[src/rtl/core/iot_pkg.sv]
package iot_pkg;

	// id space and bitmap geometry
	localparam int MAX_ID   = 1023;
	localparam int ID_W     = 10;
	localparam int FREE_W   = 11;
	localparam int WORD_W   = 32;
	localparam int BIT_W    = $clog2(WORD_W);
	localparam int ROWS     = MAX_ID / WORD_W + 1;
	localparam int ROW_W    = (ROWS > 1) ? $clog2(ROWS) : 1;
	localparam int LAST_ROW = MAX_ID / WORD_W;
	localparam int LAST_BIT = MAX_ID % WORD_W;

	// request opcodes
	localparam logic CMD_ADD = 1'b0;
	localparam logic CMD_DEL = 1'b1;

	typedef enum logic [1:0] {
		STAT_OK     = 2'd0,
		STAT_ABSENT = 2'd1,
		STAT_RANGE  = 2'd2
	} status_t;

	typedef enum logic [1:0] {
		ST_IDLE,
		ST_OP,
		ST_SCAN,
		ST_DONE
	} state_t;

	// index of the lowest set bit, zero when none
	function automatic logic [BIT_W-1:0] lowest_set(input logic [WORD_W-1:0] w);
		logic [BIT_W-1:0] r;
		r = '0;
		for (int i = WORD_W - 1; i >= 0; i--) begin
			if (w[i]) begin
				r = BIT_W'(i);
			end
		end
		return r;
	endfunction

	// index of the highest set bit, zero when none
	function automatic logic [BIT_W-1:0] highest_set(input logic [WORD_W-1:0] w);
		logic [BIT_W-1:0] r;
		r = '0;
		for (int i = 0; i < WORD_W; i++) begin
			if (w[i]) begin
				r = BIT_W'(i);
			end
		end
		return r;
	endfunction

	// bits of a row that map to ids not above MAX_ID
	function automatic logic [WORD_W-1:0] range_mask(input logic [ROW_W-1:0] row);
		logic [WORD_W-1:0] m;
		m = '1;
		if (row == ROW_W'(LAST_ROW)) begin
			m = {WORD_W{1'b1}} >> (WORD_W - 1 - LAST_BIT);
		end
		return m;
	endfunction

endpackage

[src/rtl/core/id_occupancy_tracker_unit.sv]
// channel  | signals                                     | dir | handshake
// ---------+---------------------------------------------+-----+------------------------
// request  | command, item_id                            | in  | start & !busy
// result   | status, was_present, lowest_free,           | out | done, one cycle, no stall
//          | highest_used                                |     |
//
// A request is accepted on start while busy is low. The bitmap row is read, updated
// and written back in one step; a scan for the new lowest free or highest used id
// then walks the bitmap one 32-bit row per cycle through the single RAM read port.
// An out-of-range id goes from idle straight to done. Reset clears the row valid
// flags, so unwritten rows read as empty and no clearing pass is needed. Results
// cannot be stalled.
module id_occupancy_tracker_unit (
	input  logic                      clk,
	input  logic                      arst_n,
	input  logic                      start,
	output logic                      busy,
	input  logic                      command,
	input  logic [iot_pkg::ID_W-1:0]  item_id,
	output logic                      done,
	output logic [1:0]                status,
	output logic                      was_present,
	output logic [iot_pkg::FREE_W-1:0] lowest_free,
	output logic [iot_pkg::ID_W-1:0]  highest_used
);

	import iot_pkg::*;

	state_t              state_q, state_d;
	logic                cmd_q;
	logic [ID_W-1:0]     id_q;
	status_t             status_q;
	logic                was_present_q;
	logic [FREE_W-1:0]   first_free_q;
	logic [ID_W-1:0]     last_used_q;
	logic [ROW_W-1:0]    scan_row_q;
	logic                scan_up_q;
	logic [ROWS-1:0]     row_vld_q;
	logic                vld_rd_q;

	logic                accept;
	logic                in_range;
	logic                we;
	logic [ROW_W-1:0]    raddr;
	logic [WORD_W-1:0]   rdata;
	logic [WORD_W-1:0]   rword;
	logic [WORD_W-1:0]   onehot;
	logic [WORD_W-1:0]   wword;
	logic [WORD_W-1:0]   up_cand;
	logic [WORD_W-1:0]   dn_cand;
	logic [WORD_W-1:0]   scan_cand;
	logic [BIT_W-1:0]    bitpos;
	logic [ROW_W-1:0]    row;
	logic [ROW_W-1:0]    scan_next;
	logic                present;
	logic                need_up;
	logic                need_dn;
	logic                scan_end;

	assign accept   = start && !busy;
	assign in_range = (item_id != '0) && (item_id <= ID_W'(MAX_ID));

	// row under update and its word, invalid rows read as empty
	assign bitpos  = id_q[BIT_W-1:0];
	assign row     = ROW_W'(id_q >> BIT_W);
	assign rword   = rdata & {WORD_W{vld_rd_q}};
	assign onehot  = WORD_W'(1) << bitpos;
	assign present = |(rword & onehot);
	assign wword   = (cmd_q == CMD_ADD) ? (rword | onehot) : (rword & ~onehot);

	// search candidates within the updated row
	assign up_cand = ~wword & (({WORD_W{1'b1}} << bitpos) << 1) & range_mask(row);
	assign dn_cand = wword & (onehot - WORD_W'(1));

	// scans that run past the updated row
	assign need_up = (cmd_q == CMD_ADD) && (FREE_W'(id_q) == first_free_q)
		&& (up_cand == '0) && (row != ROW_W'(LAST_ROW));
	assign need_dn = (cmd_q == CMD_DEL) && present && (id_q == last_used_q)
		&& (dn_cand == '0) && (row != '0);

	// row walk
	assign scan_cand = scan_up_q ? (~rword & range_mask(scan_row_q)) : rword;
	assign scan_next = scan_up_q ? (scan_row_q + ROW_W'(1)) : (scan_row_q - ROW_W'(1));
	assign scan_end  = (scan_cand != '0)
		|| (scan_up_q && (scan_row_q == ROW_W'(LAST_ROW)))
		|| (!scan_up_q && (scan_row_q == '0));

	// next state
	always_comb begin
		state_d = state_q;
		case (state_q)
			ST_IDLE: begin
				if (accept) begin
					state_d = in_range ? ST_OP : ST_DONE;
				end
			end
			ST_OP: begin
				state_d = (need_up || need_dn) ? ST_SCAN : ST_DONE;
			end
			ST_SCAN: begin
				if (scan_end) begin
					state_d = ST_DONE;
				end
			end
			ST_DONE: begin
				state_d = ST_IDLE;
			end
			default: begin
				state_d = ST_IDLE;
			end
		endcase
	end

	// control outputs and ram read address
	always_comb begin
		busy  = 1'b1;
		done  = 1'b0;
		we    = 1'b0;
		raddr = scan_next;
		case (state_q)
			ST_IDLE: begin
				busy  = 1'b0;
				raddr = ROW_W'(item_id >> BIT_W);
			end
			ST_OP: begin
				we    = (cmd_q == CMD_ADD) || present;
				raddr = (cmd_q == CMD_ADD) ? (row + ROW_W'(1)) : (row - ROW_W'(1));
			end
			ST_SCAN: begin
				raddr = scan_next;
			end
			ST_DONE: begin
				done = 1'b1;
			end
			default: begin
				busy = 1'b1;
			end
		endcase
	end

	iot_ram #(
		.WIDTH(WORD_W),
		.DEPTH(ROWS)
	) u_map (
		.clk  (clk),
		.we   (we),
		.waddr(row),
		.wdata(wword),
		.raddr(raddr),
		.rdata(rdata)
	);

	// state and control registers
	always_ff @(posedge clk or negedge arst_n) begin
		if (!arst_n) begin
			state_q      <= ST_IDLE;
			row_vld_q    <= '0;
			vld_rd_q     <= 1'b0;
			first_free_q <= FREE_W'(1);
			last_used_q  <= '0;
		end else begin
			state_q  <= state_d;
			vld_rd_q <= row_vld_q[raddr];
			if (we) begin
				row_vld_q[row] <= 1'b1;
			end
			case (state_q)
				ST_OP: begin
					if (cmd_q == CMD_ADD) begin
						if (id_q > last_used_q) begin
							last_used_q <= id_q;
						end
						if (FREE_W'(id_q) == first_free_q) begin
							if (up_cand != '0) begin
								first_free_q <= FREE_W'({row, lowest_set(up_cand)});
							end else if (row == ROW_W'(LAST_ROW)) begin
								first_free_q <= FREE_W'(MAX_ID + 1);
							end
						end
					end else if (present) begin
						if (FREE_W'(id_q) < first_free_q) begin
							first_free_q <= FREE_W'(id_q);
						end
						if (id_q == last_used_q) begin
							if (dn_cand != '0) begin
								last_used_q <= ID_W'({row, highest_set(dn_cand)});
							end else if (row == '0) begin
								last_used_q <= '0;
							end
						end
					end
				end
				ST_SCAN: begin
					if (scan_up_q) begin
						if (scan_cand != '0) begin
							first_free_q <= FREE_W'({scan_row_q, lowest_set(scan_cand)});
						end else if (scan_row_q == ROW_W'(LAST_ROW)) begin
							first_free_q <= FREE_W'(MAX_ID + 1);
						end
					end else begin
						if (scan_cand != '0) begin
							last_used_q <= ID_W'({scan_row_q, highest_set(scan_cand)});
						end else if (scan_row_q == '0) begin
							last_used_q <= '0;
						end
					end
				end
				default: begin
				end
			endcase
		end
	end

	// request capture, status and scan position
	always_ff @(posedge clk) begin
		case (state_q)
			ST_IDLE: begin
				if (accept) begin
					cmd_q         <= command;
					id_q          <= item_id;
					status_q      <= in_range ? STAT_OK : STAT_RANGE;
					was_present_q <= 1'b0;
				end
			end
			ST_OP: begin
				was_present_q <= present;
				if ((cmd_q == CMD_DEL) && !present) begin
					status_q <= STAT_ABSENT;
				end
				scan_up_q  <= (cmd_q == CMD_ADD);
				scan_row_q <= raddr;
			end
			ST_SCAN: begin
				scan_row_q <= scan_next;
			end
			default: begin
			end
		endcase
	end

	assign status       = status_q;
	assign was_present  = was_present_q;
	assign lowest_free  = first_free_q;
	assign highest_used = last_used_q;

endmodule

[src/rtl/core/iot_ram.sv]
module iot_ram #(
	parameter int WIDTH = 32,
	parameter int DEPTH = 32
) (
	input  logic                                     clk,
	input  logic                                     we,
	input  logic [((DEPTH > 1) ? $clog2(DEPTH) : 1)-1:0] waddr,
	input  logic [WIDTH-1:0]                         wdata,
	input  logic [((DEPTH > 1) ? $clog2(DEPTH) : 1)-1:0] raddr,
	output logic [WIDTH-1:0]                         rdata
);

	logic [WIDTH-1:0] mem_q [DEPTH];

	// one write port, one registered read port
	always_ff @(posedge clk) begin
		if (we) begin
			mem_q[waddr] <= wdata;
		end
		rdata <= mem_q[raddr];
	end

endmodule
[config.mk]
export PLATFORM = sky130hd
export DESIGN_NAME = id_occupancy_tracker_unit
export DESIGN_NICKNAME = d
export VERILOG_FILES = /design/src/rtl/core/iot_pkg.sv /design/src/rtl/core/id_occupancy_tracker_unit.sv /design/src/rtl/core/iot_ram.sv
export SDC_FILE = /design/constraint.sdc
export NUM_CORES = 2
export LEC_CHECK = 0
export BUFFER_PORTS_ARGS = -buffer_cell sky130_fd_sc_hd__buf_4
export CAP_MARGIN = 10
export CORE_UTILIZATION = 45
export CTS_CLUSTER_DIAMETER = 120
export DETAILED_ROUTE_END_ITERATION = 16
export SLEW_MARGIN = 20
export SYNTH_ARGS = -nofsm -noshare
export SYNTH_HDL_FRONTEND = slang
export SYNTH_HIERARCHICAL = 1
export SYNTH_SLANG_ARGS = --single-unit
[constraint.sdc]
create_clock -name clk -period 7.11 [get_ports clk]
set_input_delay 0.3555 -clock clk [delete_from_list [all_inputs] [get_ports clk]]
set_output_delay 0.3555 -clock clk [all_outputs]
set_load 0.05 [all_outputs]
Yosys cells after proc, flatten, opt, wreduce, memory -nomap -nowiden
Memory sizes are Yosys's and may differ from the RTL's. A register that Yosys moved wholly into a read port is not among the register bits.
Cells that the tools add are included.
{ "word_totals": {"n_memories": 1, "output_inout_bits": 26, "ramBits": 1024, "regBits": 76, "in_bits": 14, "word_cells": 268} }
{ "classes": {"shifts": 2, "reduce_logical": 38, "addsub": 5, "bitwise_logic": 11, "eq_ne": 22, "order_cmp": 6, "n_mux": 172} }
{ "memory_table": {"columns": ["memory", "words", "width", "rd", "rd_ports_with_merged_regs", "wr", "line_no", "source"], "rows": [
  ["u_map.mem_q", 32, 32, 1, 1, 1, "iot_ram.sv:13", "logic [WIDTH-1:0] mem_q [DEPTH];"]
]} }
{ "op_table": {"columns": ["cell", "count"], "rows": [
  ["5-bit two-way mux", 126],
  ["32-bit bitwise AND", 5],
  ["11-bit two-way mux", 9],
  ["32-bit NOT", 3],
  ["32-bit nonzero test", 3],
  ["10-bit two-way mux", 9],
  ["32-bit zero test", 2],
  ["32-bit two-way mux", 2],
  ["32-bit bitwise OR", 2],
  ["32-bit OR reduction", 1],
  ["1-bit by 5-bit << shifter with 32-bit output (first input constant)", 1],
  ["32-bit by 5-bit << shifter with 31-bit output (first input constant)", 1],
  ["32-bit by 1-bit subtractor with 32-bit output (second input constant)", 1],
  ["11-bit one-hot mux with 2 select lines", 1],
  ["3-bit inequality test (second input constant)", 7],
  ["10-bit one-hot mux with 2 select lines", 1],
  ["5-bit one-hot mux with 2 select lines", 2],
  ["7-bit AND reduction", 2],
  ["1-bit logical AND", 13],
  ["5-bit by 6-bit < comparator with 1-bit output (second input constant)", 2],
  ["2-bit two-way mux", 6],
  ["10-bit by 11-bit == test with 1-bit output", 1],
  ["10-bit by 11-bit < comparator with 1-bit output", 1],
  ["1-bit two-way mux", 11],
  ["other kinds (27)", 44]
]} }

Logic depth before layout (Yosys ltp)
{ "logic_depth": {"ltp_word": 42, "mapped_depth": 17, "depth_no_buf": 12} }

Hierarchy
Netlist, hierarchy kept.
{ "by_module_without_submodules": {"columns": ["mod", "seq_area_each_um2", "area_each_um2", "cells_per_inst", "n_inst"], "rows": [
  ["iot_ram", 31390.1, 40492.6, 2260, 1],
  ["id_occupancy_tracker_unit", 2003.2, 9226.3, 1203, 1]
]} }

Worst setup path before layout
Ideal clock, no wire load.
{ "synth_path": {"kind": "register to register", "from": "register id_q[2]", "to": "memory u_map.mem_q[28][0], enable pin", "synth_period_minus_slack_ns": 4.483, "path_slack_ns": 2.627, "arrival_ns": 4.062, "setup_time_ns": 0.421, "path_buffers": 6, "stages_incl_launch_ff": 15, "required_ns": 6.689, "cell_sequence": "edfxtp_1 buf_6 buf_12 buf_6 buf_6 buf_4 nand3b_1 nor2_1 a2bb2oi_1 nand4_1 o21a_1 o21a_1 or3b_2 clkbuf_1 nor2_1"} }
{ "synth_between": {"elab_chain_cells": 7} }
{ "synth_rtl": {"columns": ["element", "line_no", "source"], "rows": [
  ["start: declaration", "id_occupancy_tracker_unit.sv:31", "logic [ID_W-1:0] id_q;"],
  ["start signal: assignment", "id_occupancy_tracker_unit.sv:220", "id_q <= item_id;"],
  ["1-bit by 5-bit << shifter with 32-bit output", "id_occupancy_tracker_unit.sv:67", "assign onehot = WORD_W'(1) << bitpos;"],
  ["32-bit bitwise AND", "id_occupancy_tracker_unit.sv:68", "assign present = |(rword & onehot);"],
  ["32-bit OR reduction", "id_occupancy_tracker_unit.sv:68", null],
  ["1-bit logical OR", "id_occupancy_tracker_unit.sv:126", "we = (cmd_q == CMD_ADD) || present;"],
  ["1-bit two-way mux", "id_occupancy_tracker_unit.sv:120", "case (state_q)"],
  ["via we", "id_occupancy_tracker_unit.sv:43", "logic we;"],
  ["1-bit two-way mux", "iot_ram.sv:17", "if (we) begin"],
  ["1-bit two-way mux (not written as such)", "iot_ram.sv:18", "mem_q[waddr] <= wdata;"],
  ["end: declaration", "iot_ram.sv:13", null]
]} }
The timed path passes the listed nets, and every way through them passes these cells.

Final worst setup path
{ "layout_path": {"from": "register id_q[4]", "to": "memory u_map.mem_q[15][20], enable pin"} }
Same word-level chain as after synthesis.

==> impl_metrics.py <==
metrics = {
    "status": {
        "outcome": "finished clean",
    },
    "setup_path": {
        "crit_family": "simple AND/OR/NAND/NOR gates",
        "r2r-start": "id_q[4]$_DFFE_PP_",
        "path_common_cell": "o21a_1",
        "cp-end-kind": "flop",
        "crit_type": "reg -> reg",
        "critPathSlowestCell": "nor2_4",
        "cp_max_fo": 32,
        "rr_endpoint": "u_map/mem_q[15][20]$_DFFE_PP_",
        "path_cells": "buf_4 -> nand2_1 -> nor2_1 -> a2bb2oi_1 -> nand4_1 -> o21a_1 -> o21a_1 -> nand3_1 -> nor2_4",
        "cp.arrival_ns": 5.76,
        "path_buf_inv": 1,
        "required_ns": 7.40,
        "max_stage_delay_ns": 1.17,
        "reg2reg_slack_ns": 1.63,
        "start_kind": "flop",
        "ff2ff_path_depth": 9,
    },
    "drt": {
        "wl_mm": 138,
        "remaining_drc_errors": 0,
        "drt_iter0_drc": 3096,
        "dr_total_vias": 30600,
        "postRouteAntennaNets": 0,
        "viasPerCell": 6.03,
        "wl_per_cell_um": 27.2,
        "firstDrtPassIters": 7,
    },
    "power_and_ir_drop": {
        "power_frac_clock_pct": 20.9,
        "internal_power_mw": 16.3,
        "power_frac_seq_pct": 30.6,
        "combPwrFrac_pct": 48.6,
        "powerDensity_nw_per_um2": 512,
        "vdd_drop_max_uv": 381,
        "p_switching_mw": 12.4,
        "leakagePower_nw": 20.0,
        "netSwitchingFraction_pct": 43.2,
    },
    "hold_path": {
        "hp-class": "in -> reg",
        "hp-start": "start",
        "whs_endpoint": "state_q[0]$_DFFE_PN0P_",
        "worstHoldPathCells": 4,
    },
    "logic_synthesis": {
        "netlist.area_leader.share_pct": 63.1,
        "synth_top_area_cell": "edfxtp_1",
        "syn-num-nets": 3510,
        "async_flop_share_pct": 4.95,
        "synthCells": 3463,
        "yosys_warnings": 6,
        "ys_types": 107,
        "avgSynthCellArea_um2": 14.4,
        "synth_area_leaders": "edfxtp_1, mux2i_1, dfrtp_1, a21oi_1, a22oi_1",
        "ys_seq_area_share_pct": 67.2,
        "synth-main-ff-cell": "edfxtp_1",
        "synth_edf_count": 1044,
        "syn-cell-area_um2": 49700,
        "ys_seq_elements": 1132,
    },
    "grt": {
        "grtUsageTotal_pct": 24.5,
        "grt_max_degree": 90,
        "antenna_found_initial": 2,
        "grt_pass1_vias": 29600,
        "grt_pass1_wl_mm": 202,
        "grt-ovfl-total": 0,
    },
    "timing": {
        "timing.final.crit_period_ns": 5.48,
        "finClkSkew_ns": 0.0748,
        "slew_violations": 0,
        "setup-tns-final_ns": 0,
        "slew_headroom_pct": 23.0,
        "whs_ns": 0.0950,
        "finalSetupViolations": 0,
        "finalWorstSetupSlack_ns": 1.63,
        "hold_viol": 0,
        "min_period_over_period_pct": 77.0,
        "worst_pin_slew_ns": 1.15,
        "clock.fmax_mhz": 183,
        "rsz0062_at_grt": "no",
    },
    "layout": {
        "area_growth_pct": 12.5,
        "final_cell_mix": "edfxtp_1, mux2i_1, nand2_1, a21oi_1, nand3_1",
        "final_area_um2": 55900,
        "antennaDiodeCount": 0,
        "drive_gt1_share_pct": 11.8,
        "final_common_cell": "edfxtp_1",
        "fill_cells": 9199,
        "utilization_pct": 51.3,
        "nets": 3542,
    },
    "placement": {
        "gp_congestion": 0.939,
        "dp_hpwl_mm": 88.1,
        "dpl_cell_area_um2": 51900,
        "dp_slack_ns": 1.70,
        "port_buffers": 39,
    },
    "clocking": {
        "clk_latency_ns": 0.74,
        "holdBufCountCts": 12,
        "postCtsSetupBuffers": 0,
        "cts_inserted_buffers": 116,
        "root_buffer": "clkbuf_16",
        "cts.reportedPaths.clkPinSlew_ns": 0.06,
        "htreeDepth": 3,
        "cts_sinks": 1132,
        "cts_tree": "built",
        "cts_resized": 0,
        "cts_buffer_depth": 3,
    },
    "floorplanning": {
        "num_io_pins": 40,
        "core_area_um2": 109000,
        "fp.dieW_um": 334,
        "die_h_um": 334,
        "initial_utilization_pct": 45.5,
        "dieArea_um2": 112000,
        "core.rowCount": 121,
    },
    "run": {
        "drv_cap": 0,
    },
}
-- worst max path at each step --
stage	startpoint	to	slack, ns	depth (start not counted)
3_5_place_dp	id_q[4]$_DFFE_PP_	u_map/mem_q[19][0]$_DFFE_PP_	1.70	9
2_1_floorplan	id_q[2]$_DFFE_PP_	u_map/mem_q[28][0]$_DFFE_PP_	2.63	14
5_1_grt	id_q[4]$_DFFE_PP_	u_map/mem_q[15][20]$_DFFE_PP_	1.46	9
6_report	id_q[4]$_DFFE_PP_	u_map/mem_q[15][20]$_DFFE_PP_	1.63	9
4_1_cts	id_q[4]$_DFFE_PP_	u_map/mem_q[15][16]$_DFFE_PP_	1.69	9
3_3_place_gp	id_q[4]$_DFFE_PP_	u_map/mem_q[13][0]$_DFFE_PP_	1.75	9
-- sequential cells by signal (all words and copies together) (netlist names) --
register / cells
cmd_q: 1
highest_used: 10
id_q: 10
lowest_free: 11
row_vld_q: 32
scan_row_q: 5
scan_up_q: 1
state_q: 2
status: 2
u_map/mem_q: 1024
u_map/rdata: 32
vld_rd_q: 1
was_present: 1
-- power groups by stage --
stage	registers, mW	logic (mW)	clock network (mW)
6_report	8.76	13.9	5.98
5_1_grt	8.77	14.8	6.33
4_1_cts	8.73	13.9	6.09
2_1_floorplan	8.73	9.07	0
3_3_place_gp	8.86	13.8	0
3_5_place_dp	8.87	13.8	0
-- cell families after synthesis --
kind of cell    count (synthesis)  synth area share (%)
mux                           579                  11.8
xor+xnor                        9                 0.159
fa+ha+maj                      33                 0.861
buf+inv                       290                  3.07
simple gates                  722                  7.32
compound gates                698                  9.67
flops                        1132                  67.2
-- worst register-to-register path: cells and delay by family, from the launching register on --
kind,cells,cell delay (ns)
flops,1,0.98
simple gates,5,2.80
compound gates,3,0.84
buf+inv,1,0.46
-- cells in the mapped netlist (11+ instances only) --
cell type     n
inv_1        48
clkbuf_1    108
dfxtp_1      32
o21a_1       12
a21o_1       48
o211ai_1     12
nand3b_1     11
nor4_1       13
nor2b_1      14
nand2b_1     18
buf_2        48
edfxtp_1   1044
nand4_1      23
nand3_1     139
o22ai_1      14
nor3_1       65
nor2_1      120
dfrtp_1      55
buf_4        40
ha_1         31
buf_6        27
o21ai_0      68
a21oi_1     177
and3_1       16
nand2_1     217
mux2i_1     562
a22o_1       68
a31oi_1      53
and2_1       12
buf_1        13
a22oi_1     115
-- stage by stage --
stage,total power [mW],instances
detailed placement,22.7,4836
global placement,22.6,4830
finish,28.7,5070
global route,29.9,5070
floorplan,17.8,3463
CTS,28.7,5065
-- routing by layer --
metal / vias to the layer above / part of all wire [%] / wire (um) / track usage [%]
met3: 281 / 6.0 / 8320 / 3.37
li1: 13600 / - / - / -
met4: 0 / 3.3 / 4580 / 8.08
met5: - / 0 / 0 / 0
met2: 1125 / 47 / 65100 / 39.3
met1: 15500 / 43 / 60000 / 34.3
-- cell type report --
cell class	instances	area (um^2)	share of cell area [%]
inverter	50	188	0.335
sequential	1132	33400	59.7
tap	1476	1850	3.30
timing repair buffer	154	1480	2.64
multi-input combinational	2041	15300	27.3
clock inverter	65	684	1.22
clock buffer	152	3100	5.54
Power figures use the tool's default switching activity.
